### config.mk
export PLATFORM = sky130hd
export DESIGN_NAME = aes_ctr_cell
export DESIGN_NICKNAME = d
export VERILOG_FILES = /design/src/hdl/aes_ctr_pkg.sv /design/src/hdl/aes_ctr_cell.sv
export SDC_FILE = /design/constraint.sdc
export NUM_CORES = 2
export LEC_CHECK = 0
export ABC_CLOCK_PERIOD_IN_PS = 4300
export BUFFER_PORTS_ARGS = -buffer_cell sky130_fd_sc_hd__buf_4
export CAP_MARGIN = 20
export CORE_ASPECT_RATIO = 2
export CORE_MARGIN = 2
export CORE_UTILIZATION = 55
export CTS_CLUSTER_SIZE = 24
export DETAILED_ROUTE_END_ITERATION = 10
export MAX_ROUTING_LAYER = met4
export PLACE_DENSITY = 0.79
export SYNTH_ARGS = -nofsm -noshare
export SYNTH_HDL_FRONTEND = slang
export SYNTH_SLANG_ARGS = --single-unit
### constraint.sdc
create_clock -name clk -period 4.3 [get_ports clk]
set_input_delay 0.43 -clock clk [delete_from_list [all_inputs] [get_ports clk]]
set_output_delay 0.43 -clock clk [all_outputs]
set_load 0.02 [all_outputs]
### src/hdl/aes_ctr_pkg.sv
// Shared types, constants and functions for the AES-128 counter-mode cipher.
// Holds the S-box, round constants and the round helpers; no dependencies.
package aes_ctr_pkg;

  localparam int unsigned NumRounds = 10;

  localparam logic [1:0] CfgKeyHigh   = 2'd0;
  localparam logic [1:0] CfgKeyLow    = 2'd1;
  localparam logic [1:0] CfgNonceHigh = 2'd2;
  localparam logic [1:0] CfgNonceLow  = 2'd3;

  typedef logic [127:0] blk_t;

  // Sideband that travels with each request down the chain of round cells.
  typedef struct packed {
    logic         vld;
    logic [127:0] data;
    logic [4:0]   nbytes;
  } side_t;

  localparam logic [7:0] SBOX [256] = '{
    8'h63,8'h7c,8'h77,8'h7b,8'hf2,8'h6b,8'h6f,8'hc5,8'h30,8'h01,8'h67,8'h2b,8'hfe,8'hd7,8'hab,8'h76,
    8'hca,8'h82,8'hc9,8'h7d,8'hfa,8'h59,8'h47,8'hf0,8'had,8'hd4,8'ha2,8'haf,8'h9c,8'ha4,8'h72,8'hc0,
    8'hb7,8'hfd,8'h93,8'h26,8'h36,8'h3f,8'hf7,8'hcc,8'h34,8'ha5,8'he5,8'hf1,8'h71,8'hd8,8'h31,8'h15,
    8'h04,8'hc7,8'h23,8'hc3,8'h18,8'h96,8'h05,8'h9a,8'h07,8'h12,8'h80,8'he2,8'heb,8'h27,8'hb2,8'h75,
    8'h09,8'h83,8'h2c,8'h1a,8'h1b,8'h6e,8'h5a,8'ha0,8'h52,8'h3b,8'hd6,8'hb3,8'h29,8'he3,8'h2f,8'h84,
    8'h53,8'hd1,8'h00,8'hed,8'h20,8'hfc,8'hb1,8'h5b,8'h6a,8'hcb,8'hbe,8'h39,8'h4a,8'h4c,8'h58,8'hcf,
    8'hd0,8'hef,8'haa,8'hfb,8'h43,8'h4d,8'h33,8'h85,8'h45,8'hf9,8'h02,8'h7f,8'h50,8'h3c,8'h9f,8'ha8,
    8'h51,8'ha3,8'h40,8'h8f,8'h92,8'h9d,8'h38,8'hf5,8'hbc,8'hb6,8'hda,8'h21,8'h10,8'hff,8'hf3,8'hd2,
    8'hcd,8'h0c,8'h13,8'hec,8'h5f,8'h97,8'h44,8'h17,8'hc4,8'ha7,8'h7e,8'h3d,8'h64,8'h5d,8'h19,8'h73,
    8'h60,8'h81,8'h4f,8'hdc,8'h22,8'h2a,8'h90,8'h88,8'h46,8'hee,8'hb8,8'h14,8'hde,8'h5e,8'h0b,8'hdb,
    8'he0,8'h32,8'h3a,8'h0a,8'h49,8'h06,8'h24,8'h5c,8'hc2,8'hd3,8'hac,8'h62,8'h91,8'h95,8'he4,8'h79,
    8'he7,8'hc8,8'h37,8'h6d,8'h8d,8'hd5,8'h4e,8'ha9,8'h6c,8'h56,8'hf4,8'hea,8'h65,8'h7a,8'hae,8'h08,
    8'hba,8'h78,8'h25,8'h2e,8'h1c,8'ha6,8'hb4,8'hc6,8'he8,8'hdd,8'h74,8'h1f,8'h4b,8'hbd,8'h8b,8'h8a,
    8'h70,8'h3e,8'hb5,8'h66,8'h48,8'h03,8'hf6,8'h0e,8'h61,8'h35,8'h57,8'hb9,8'h86,8'hc1,8'h1d,8'h9e,
    8'he1,8'hf8,8'h98,8'h11,8'h69,8'hd9,8'h8e,8'h94,8'h9b,8'h1e,8'h87,8'he9,8'hce,8'h55,8'h28,8'hdf,
    8'h8c,8'ha1,8'h89,8'h0d,8'hbf,8'he6,8'h42,8'h68,8'h41,8'h99,8'h2d,8'h0f,8'hb0,8'h54,8'hbb,8'h16
  };

  localparam logic [7:0] RCON [NumRounds] = '{
    8'h01,8'h02,8'h04,8'h08,8'h10,8'h20,8'h40,8'h80,8'h1b,8'h36
  };

  // Byte i of a block, byte 0 in the top bits.
  function automatic logic [7:0] get_byte(input blk_t b, input int unsigned i);
    get_byte = b[127 - 8*i -: 8];
  endfunction

  function automatic logic [7:0] xtime(input logic [7:0] b);
    xtime = {b[6:0], 1'b0} ^ (b[7] ? 8'h1b : 8'h00);
  endfunction

  // SubBytes, ShiftRows and (unless last) MixColumns of one round.
  function automatic blk_t round_fn(input blk_t s, input logic last);
    logic [7:0] t [16];
    logic [7:0] a0, a1, a2, a3, al;
    blk_t o;
    for (int c = 0; c < 4; c++) begin
      for (int r = 0; r < 4; r++) begin
        t[r + 4*c] = SBOX[get_byte(s, r + 4*((c + r) % 4))];
      end
    end
    if (!last) begin
      for (int c = 0; c < 4; c++) begin
        a0 = t[4*c]; a1 = t[4*c+1]; a2 = t[4*c+2]; a3 = t[4*c+3];
        al = a0 ^ a1 ^ a2 ^ a3;
        t[4*c]   = a0 ^ al ^ xtime(a0 ^ a1);
        t[4*c+1] = a1 ^ al ^ xtime(a1 ^ a2);
        t[4*c+2] = a2 ^ al ^ xtime(a2 ^ a3);
        t[4*c+3] = a3 ^ al ^ xtime(a3 ^ a0);
      end
    end
    for (int i = 0; i < 16; i++) begin
      o[127 - 8*i -: 8] = t[i];
    end
    round_fn = o;
  endfunction

  // Next round key from the previous one.
  function automatic blk_t key_step(input blk_t k, input logic [7:0] rc);
    logic [31:0] w0, w1, w2, w3, t;
    w0 = k[127:96]; w1 = k[95:64]; w2 = k[63:32]; w3 = k[31:0];
    t = {SBOX[w3[23:16]] ^ rc, SBOX[w3[15:8]], SBOX[w3[7:0]], SBOX[w3[31:24]]};
    w0 = w0 ^ t;
    w1 = w1 ^ w0;
    w2 = w2 ^ w1;
    w3 = w3 ^ w2;
    key_step = {w0, w1, w2, w3};
  endfunction

endpackage

### src/hdl/aes_ctr_cell.sv
// One AES round cell: round transform plus its own key schedule step.
// Depends on aes_ctr_pkg.
module aes_ctr_cell (
  input  logic               clk,
  input  logic               rst_n,
  input  logic               adv,
  input  logic [7:0]         rcon,
  input  logic               last,
  input  aes_ctr_pkg::blk_t  state_in,
  input  aes_ctr_pkg::blk_t  key_in,
  input  aes_ctr_pkg::side_t side_in,
  output aes_ctr_pkg::blk_t  state_out,
  output aes_ctr_pkg::blk_t  key_out,
  output aes_ctr_pkg::side_t side_out
);

  aes_ctr_pkg::blk_t  state_r, key_r;
  aes_ctr_pkg::side_t side_r;
  aes_ctr_pkg::blk_t  key_nxt;

  assign key_nxt = aes_ctr_pkg::key_step(key_in, rcon);

  // The round key travels with the request so key changes never mix blocks.
  always_ff @(posedge clk) begin
    if (!rst_n) begin
      side_r.vld <= 1'b0;
    end else if (adv) begin
      side_r.vld <= side_in.vld;
    end
    if (adv) begin
      state_r       <= aes_ctr_pkg::round_fn(state_in, last) ^ key_nxt;
      key_r         <= key_nxt;
      side_r.data   <= side_in.data;
      side_r.nbytes <= side_in.nbytes;
    end
  end

  assign state_out = state_r;
  assign key_out   = key_r;
  assign side_out  = side_r;

endmodule

==> run metrics, run 1 <==
stage where the run ended=global routing; syn_area_per_cell=between 7 and 8 µm²; pre-CTS WS=-0.496 ns; largest family of logic cells by synthesized area=compound AO/OA/AOI/OAI gates; Clock Path Buffers=3; Yosys warnings=0; Synth Area in Compound Gates=32.4%; total track usage=between 70 and 80%; Synth async-reset ratio=0%; Synth Area in Simple Gates=around 22%; cells after synthesis=11,876; largest net degree at the start of global routing=between 100 and 150; Yosys cell types=approximately 130; Top Ports=between 700 and 800; Post-synth EDFFs=~390; Synth top area share=around 13%; Initial Util=a little under three fifths; clock root buffer=clkbuf_16; Synth Flop Type=edfxtp_1; post-synthesis register bit count=between 300 and 400; H-tree Lvls=2; sequential area share after synthesis=about an eighth; adder-cell share of the synthesized area=just over 4%; Synth area leaders=edfxtp_1 (13%), mux4_2 (7.3%), o21ai_0 (4.9%), a21oi_1 (4.9%), ha_1 (4.1%); final RePlAce weighted congestion=between 1 and 1.5; largest area contributor in the netlist=edfxtp_1; Die Span Y=slightly below 600 µm; total gr overflow=between 500 and 600; syn_nets=12,575; status=stopped before the end; FP Rows=210; Num CTS Buffers=44; first logged error message=[ERROR GRT-0116] Global routing finished with congestion. Check the congestion regions in the DRC Viewer.; Sink Count=between 300 and 400; first-pass GRT wire length=between 900,000 and 1,000,000 µm; IO Port Bufs=about 790; multiplexer area fraction after synthesis=around 11%; mapped cell area=0.0902 mm²; Synth Area in XOR/XNOR=approximately 8.9%; hpwl dp=between 300,000 and 400,000 µm; # Post-CTS Setup Buffers=0; die width=290 µm; vias in the first global route=125,527
-- cells in the mapped netlist, drive strengths merged, types with 87 or more instances --
cell and count:
o21ai 944, nand2 929, a21oi 876, nor2 793
buf 733, clkbuf 688, nand2b 426, edfxtp 389
nor3 376, xnor2 367, nand3 362, nor2b 361
ha 297, mux4 291, a31oi 255, o211ai 236
inv 226, mux2i 225, xor2 221, a211oi 219
o311ai 213, a311oi 179, o31ai 135, or2 122
and2 118, a221oi 96, xnor3 94, nor3b 88
or3 87
-- metrics by stage --
step           TNS [ns]  instances  hold WS (ns)  util, %  cell area, µm²
2_1_floorplan         0      11876         0.529        -           90200
3_3_place_gp      -8.45      14760         0.550     63.4          104000
3_5_place_dp     -11.80      14760         0.565     63.4          104000
4_1_cts               0      14970       0.00553     65.0          106000
-- metal layers --
metal	GRT overflow	global-route usage, %
met1	16	68.3
met2	311	90.0
met3	20	59.5
met4	214	70.5
met5	-	-
-- timing repair --
item / 4_1_cts
endpoints found under the hold margin: 132
resized for setup: 0
hold buffers: 132
-- cells by family after synthesis --
family,after synthesis
mux,587
compound gates,4251
xor+xnor,689
buf+inv,1683
fa+ha+maj,297
flops,390
simple gates,3979
==> run 2, diff against run 1 <==
- ABC_CLOCK_PERIOD_IN_PS: 4300 -> 5590
- CORE_ASPECT_RATIO: 2 -> unset
- CORE_UTILIZATION: 55 -> 40
- CTS_CLUSTER_SIZE: 24 -> unset
- MAX_ROUTING_LAYER: met4 -> unset
- PLACE_DENSITY: 0.79 -> unset
- PLACE_DENSITY_LB_ADDON: unset -> 0.15
- clock period: 4.3 -> 5.59 ns (I/O delays scaled with it)
==> run 2 against run 1 <==
The flow now finishes without violations. Synthesized cell count did not move. Area after synthesis unchanged.
==> run metrics, run 2 <==
status=finished, final reports clean (was stopped before the end); synth cell count leaders=nand2_1 (928), o21ai_0 (889), a21oi_1 (876), nor2_1 (782), clkbuf_1 (687) (unchanged); sw power=between 10 and 15 mW; Yosys warnings=0 (unchanged); Reg area=0.0117 mm²; H-tree Lvls=2 (unchanged); Yosys cell types=126 (unchanged); Final setup viols=0; area occupied by multi-input gates=around 0.071 mm²; Clock Power Share=between 10% and 20%; period utilization=90.3%; Hold Crit Class=in -> reg; CTS tree=built; Final Hold Viols=0; initial antenna violation count=between 40 and 50; commonest non-fill, non-tap cells in the layout=buf_4 (1,465), nand2_1 (928), o21ai_0 (887); vias post-DR=108,376; total track usage=~42%; post-DR vias/cell=approximately 7; Final Critical Period=between 5 and 6 ns; Worst setup SP type=input pin; CP max FO=13; crit-path most repeated cell=nand2_1; post-route antenna net violation count=0; Crit. End Element=flip-flop; LEAKAGE=~38 nW; syn_area_per_cell=7.60 µm² (unchanged); Synth top area share=12.9% (unchanged); RR Startpoint=side_out[133]; final RePlAce weighted congestion=1.10 (was 1.50); Seq pwr share=20.0%; largest area contributor in the netlist=edfxtp_1 (unchanged); Clk Latency, worst-skew pair=0.64 ns; switching portion of total power=roughly half; post-synthesis register bit count=390 (unchanged); Sink Count=390 (unchanged); max_cap viols=0; Detailed Routing Iterations Pass 1=9; Critical Path End=state_out[18]; Final Core Density=44.8%; Iter 0 DRT Violations=19,648; R2R Path End=side_out[133]; largest net degree at the start of global routing=around 140; Cells after DPL=14,939 (was 14,760); worst stage delay on the critical path=around 0.83 ns; commonest non-fill, non-tap cell in the layout=buf_4; Rel. slew slack=around 28%; Num CTS Buffers=50 (was 44); RSZ-0062 raised after global routing=no; cell with the most instances after synthesis=nand2_1 (unchanged); Post-CTS Hold Fix Bufs=0 (was 132); Area Overhead vs Synth=11.5%; first-pass GRT wire length=730,000 µm; worst setup path start=state_in[32]; mapped cell area=0.0902 mm² (unchanged); Die Span Y=479 µm (was 577 µm); cells after synthesis=11,876 (unchanged); syn_nets=12,575 (unchanged); Clock Path Buffers=3 (unchanged); vias in the first global route=about 99,000; worst reg2reg setup slack=around 5.0 ns; Internal Power=12.5 mW; Detailed Route WL=roughly 510,000 µm; clk_skew=0 ns; layout cell share with drive strength beyond 1=a little under a fifth; NumNets Final=12,700; Non-Filler Instances=between 15,000 and 20,000; cells resized by post-CTS repair=0 (unchanged); Core Box Area=between 0.2 and 0.25 mm²; Largest register FFs=between 100 and 150; R2R depth=2; Least-Margin Pin Slew=between 1 and 1.5 ns; Post-synth EDFFs=389 (unchanged); Peak VDD IR=roughly 0.26 mV; DRC errors left=0; worst path required time=roughly 6.0 ns; Fmax=0.198 GHz; Top Ports=792 (unchanged); Initial Util=40.2% (was 55.2%); fillers=approximately 23,000; Synth Flop Type=edfxtp_1 (unchanged); total power=roughly 25 mW; Cell Area, Placed=0.0989 mm² (was 0.104 mm²); Setup CP Type=in -> reg; CP Cell Sequence=buf_4, clkinv_1, ha_1, nand2_1, nand2_1, mux4_2, a221oi_1, a311oi_1, nor3_1, xnor2_1, xor3_1, mux2i_2, buf_6, xor2_1; Gate power share=66.1%; clock transition at the registers of the reported paths=~0.070 ns; PD cells=246 mW/mm²; # Post-CTS Setup Buffers=0 (unchanged); Avg WL per Cell=between 30 and 40 µm; Worst Path Arrival=5.46 ns; final design area excluding fillers=0.101 mm²; DIE AREA=0.229 mm²; Synth async-reset ratio=0% (unchanged); die width=479 µm (was 290 µm); FP Rows=174 (was 210); hpwl dp=380,000 µm (was 373,000 µm); crit path max-delay cell type=nor3_1; clock root buffer=clkbuf_16 (unchanged); total gr overflow=0; IO Port Bufs=791 (unchanged); fin. max-slew vios=0; sequential area share after synthesis=13.0% (unchanged); Synth area leaders=edfxtp_1 (13%), mux4_2 (7.3%), o21ai_0 (4.9%), a21oi_1 (4.9%), ha_1 (4.1%) (unchanged)
-- run 2: cell counts after synthesis --
No cell type changed its count.
-- run 2: critical path, delay by kind of cell --
| family | cells | cell delay [ns] |
|---|---|---|
| simple gates | 3 | 1.43 |
| xor+xnor | 3 | 1.02 |
| buf+inv | 3 | 0.72 |
| mux | 2 | 0.66 |
| fa+ha+maj | 1 | 0.62 |
| compound gates | 2 | 0.42 |
-- run 2: area by class of cell --
cell class / instances / area share (%)
multi-input combinational: 9803 / 70.5
clock inverter: 26 / 0.311
antenna: 26 / 0.0646
tap: 2992 / 3.72
sequential: 390 / 11.6
timing repair buffer: 1495 / 11.5
clock buffer: 64 / 1.34
inverter: 261 / 0.976
-- run 2: through the flow --
step	hold slack (ns)	worst slack [ns]	setup TNS, ns
3_3_place_gp	0.516	-1.04	-2.59
6_report	0.0586	0.545	0
4_1_cts	0.0342	0.809	0
2_1_floorplan	0.589	1.10	0
3_5_place_dp	0.525	0.106	0
5_1_grt	0.0485	0.408	0
-- run 2: logic make-up (layout without fill, tap and decap cells) --
| logic type | count (synthesis) | after routing | synth area share (%) |
|---|---|---|---|
| muxes | 587 | 587 | 10.7 |
| DFF | 390 | 390 | 13.0 |
| xor gates and xnor gates | 689 | 689 | 8.94 |
| AOI/OAI and AO/OA | 4251 | 4251 | 32.4 |
| other | 0 | 26 | 0 |
| and+or+nand+nor | 3979 | 3979 | 22.4 |
| buffers and inverters | 1683 | 1846 | 8.49 |
| adders and majority gates | 297 | 297 | 4.12 |
-- run 2: how the worst min path moves through the flow --
stage / from / end / slack, ns / cells past startpoint
CTS: side_in[1] / side_out[1] / 0.03 / 1
global route: side_in[1] / side_out[1] / 0.05 / 1
floorplan: side_out[133] / side_out[133] / 0.59 / 2
finish: side_in[1] / side_out[1] / 0.06 / 1
global placement: side_out[133] / side_out[133] / 0.52 / 2
detailed placement: side_out[133] / side_out[133] / 0.53 / 2
-- run 2: power by group through the flow --
stage               combinational [mW]  sequential [mW]  clock (mW)
floorplan                         8.19             5.46           0
global placement                  15.9             4.97           0
detailed placement                15.8             4.94           0
CTS                               15.9             4.92        3.53
global route                      16.9             4.97        3.59
finish                            16.4             4.95        3.46
-- run 2: per-layer routing --
| layer | global-route usage (%) | share of wire, % |
|---|---|---|
| met1 | 54.9 | 38 |
| met2 | 61.9 | 42 |
| met3 | 11.8 | 13 |
| met4 | 24.6 | 7.5 |
| met5 | 0 | 0.048 |
(Power assumes the default switching activity.)
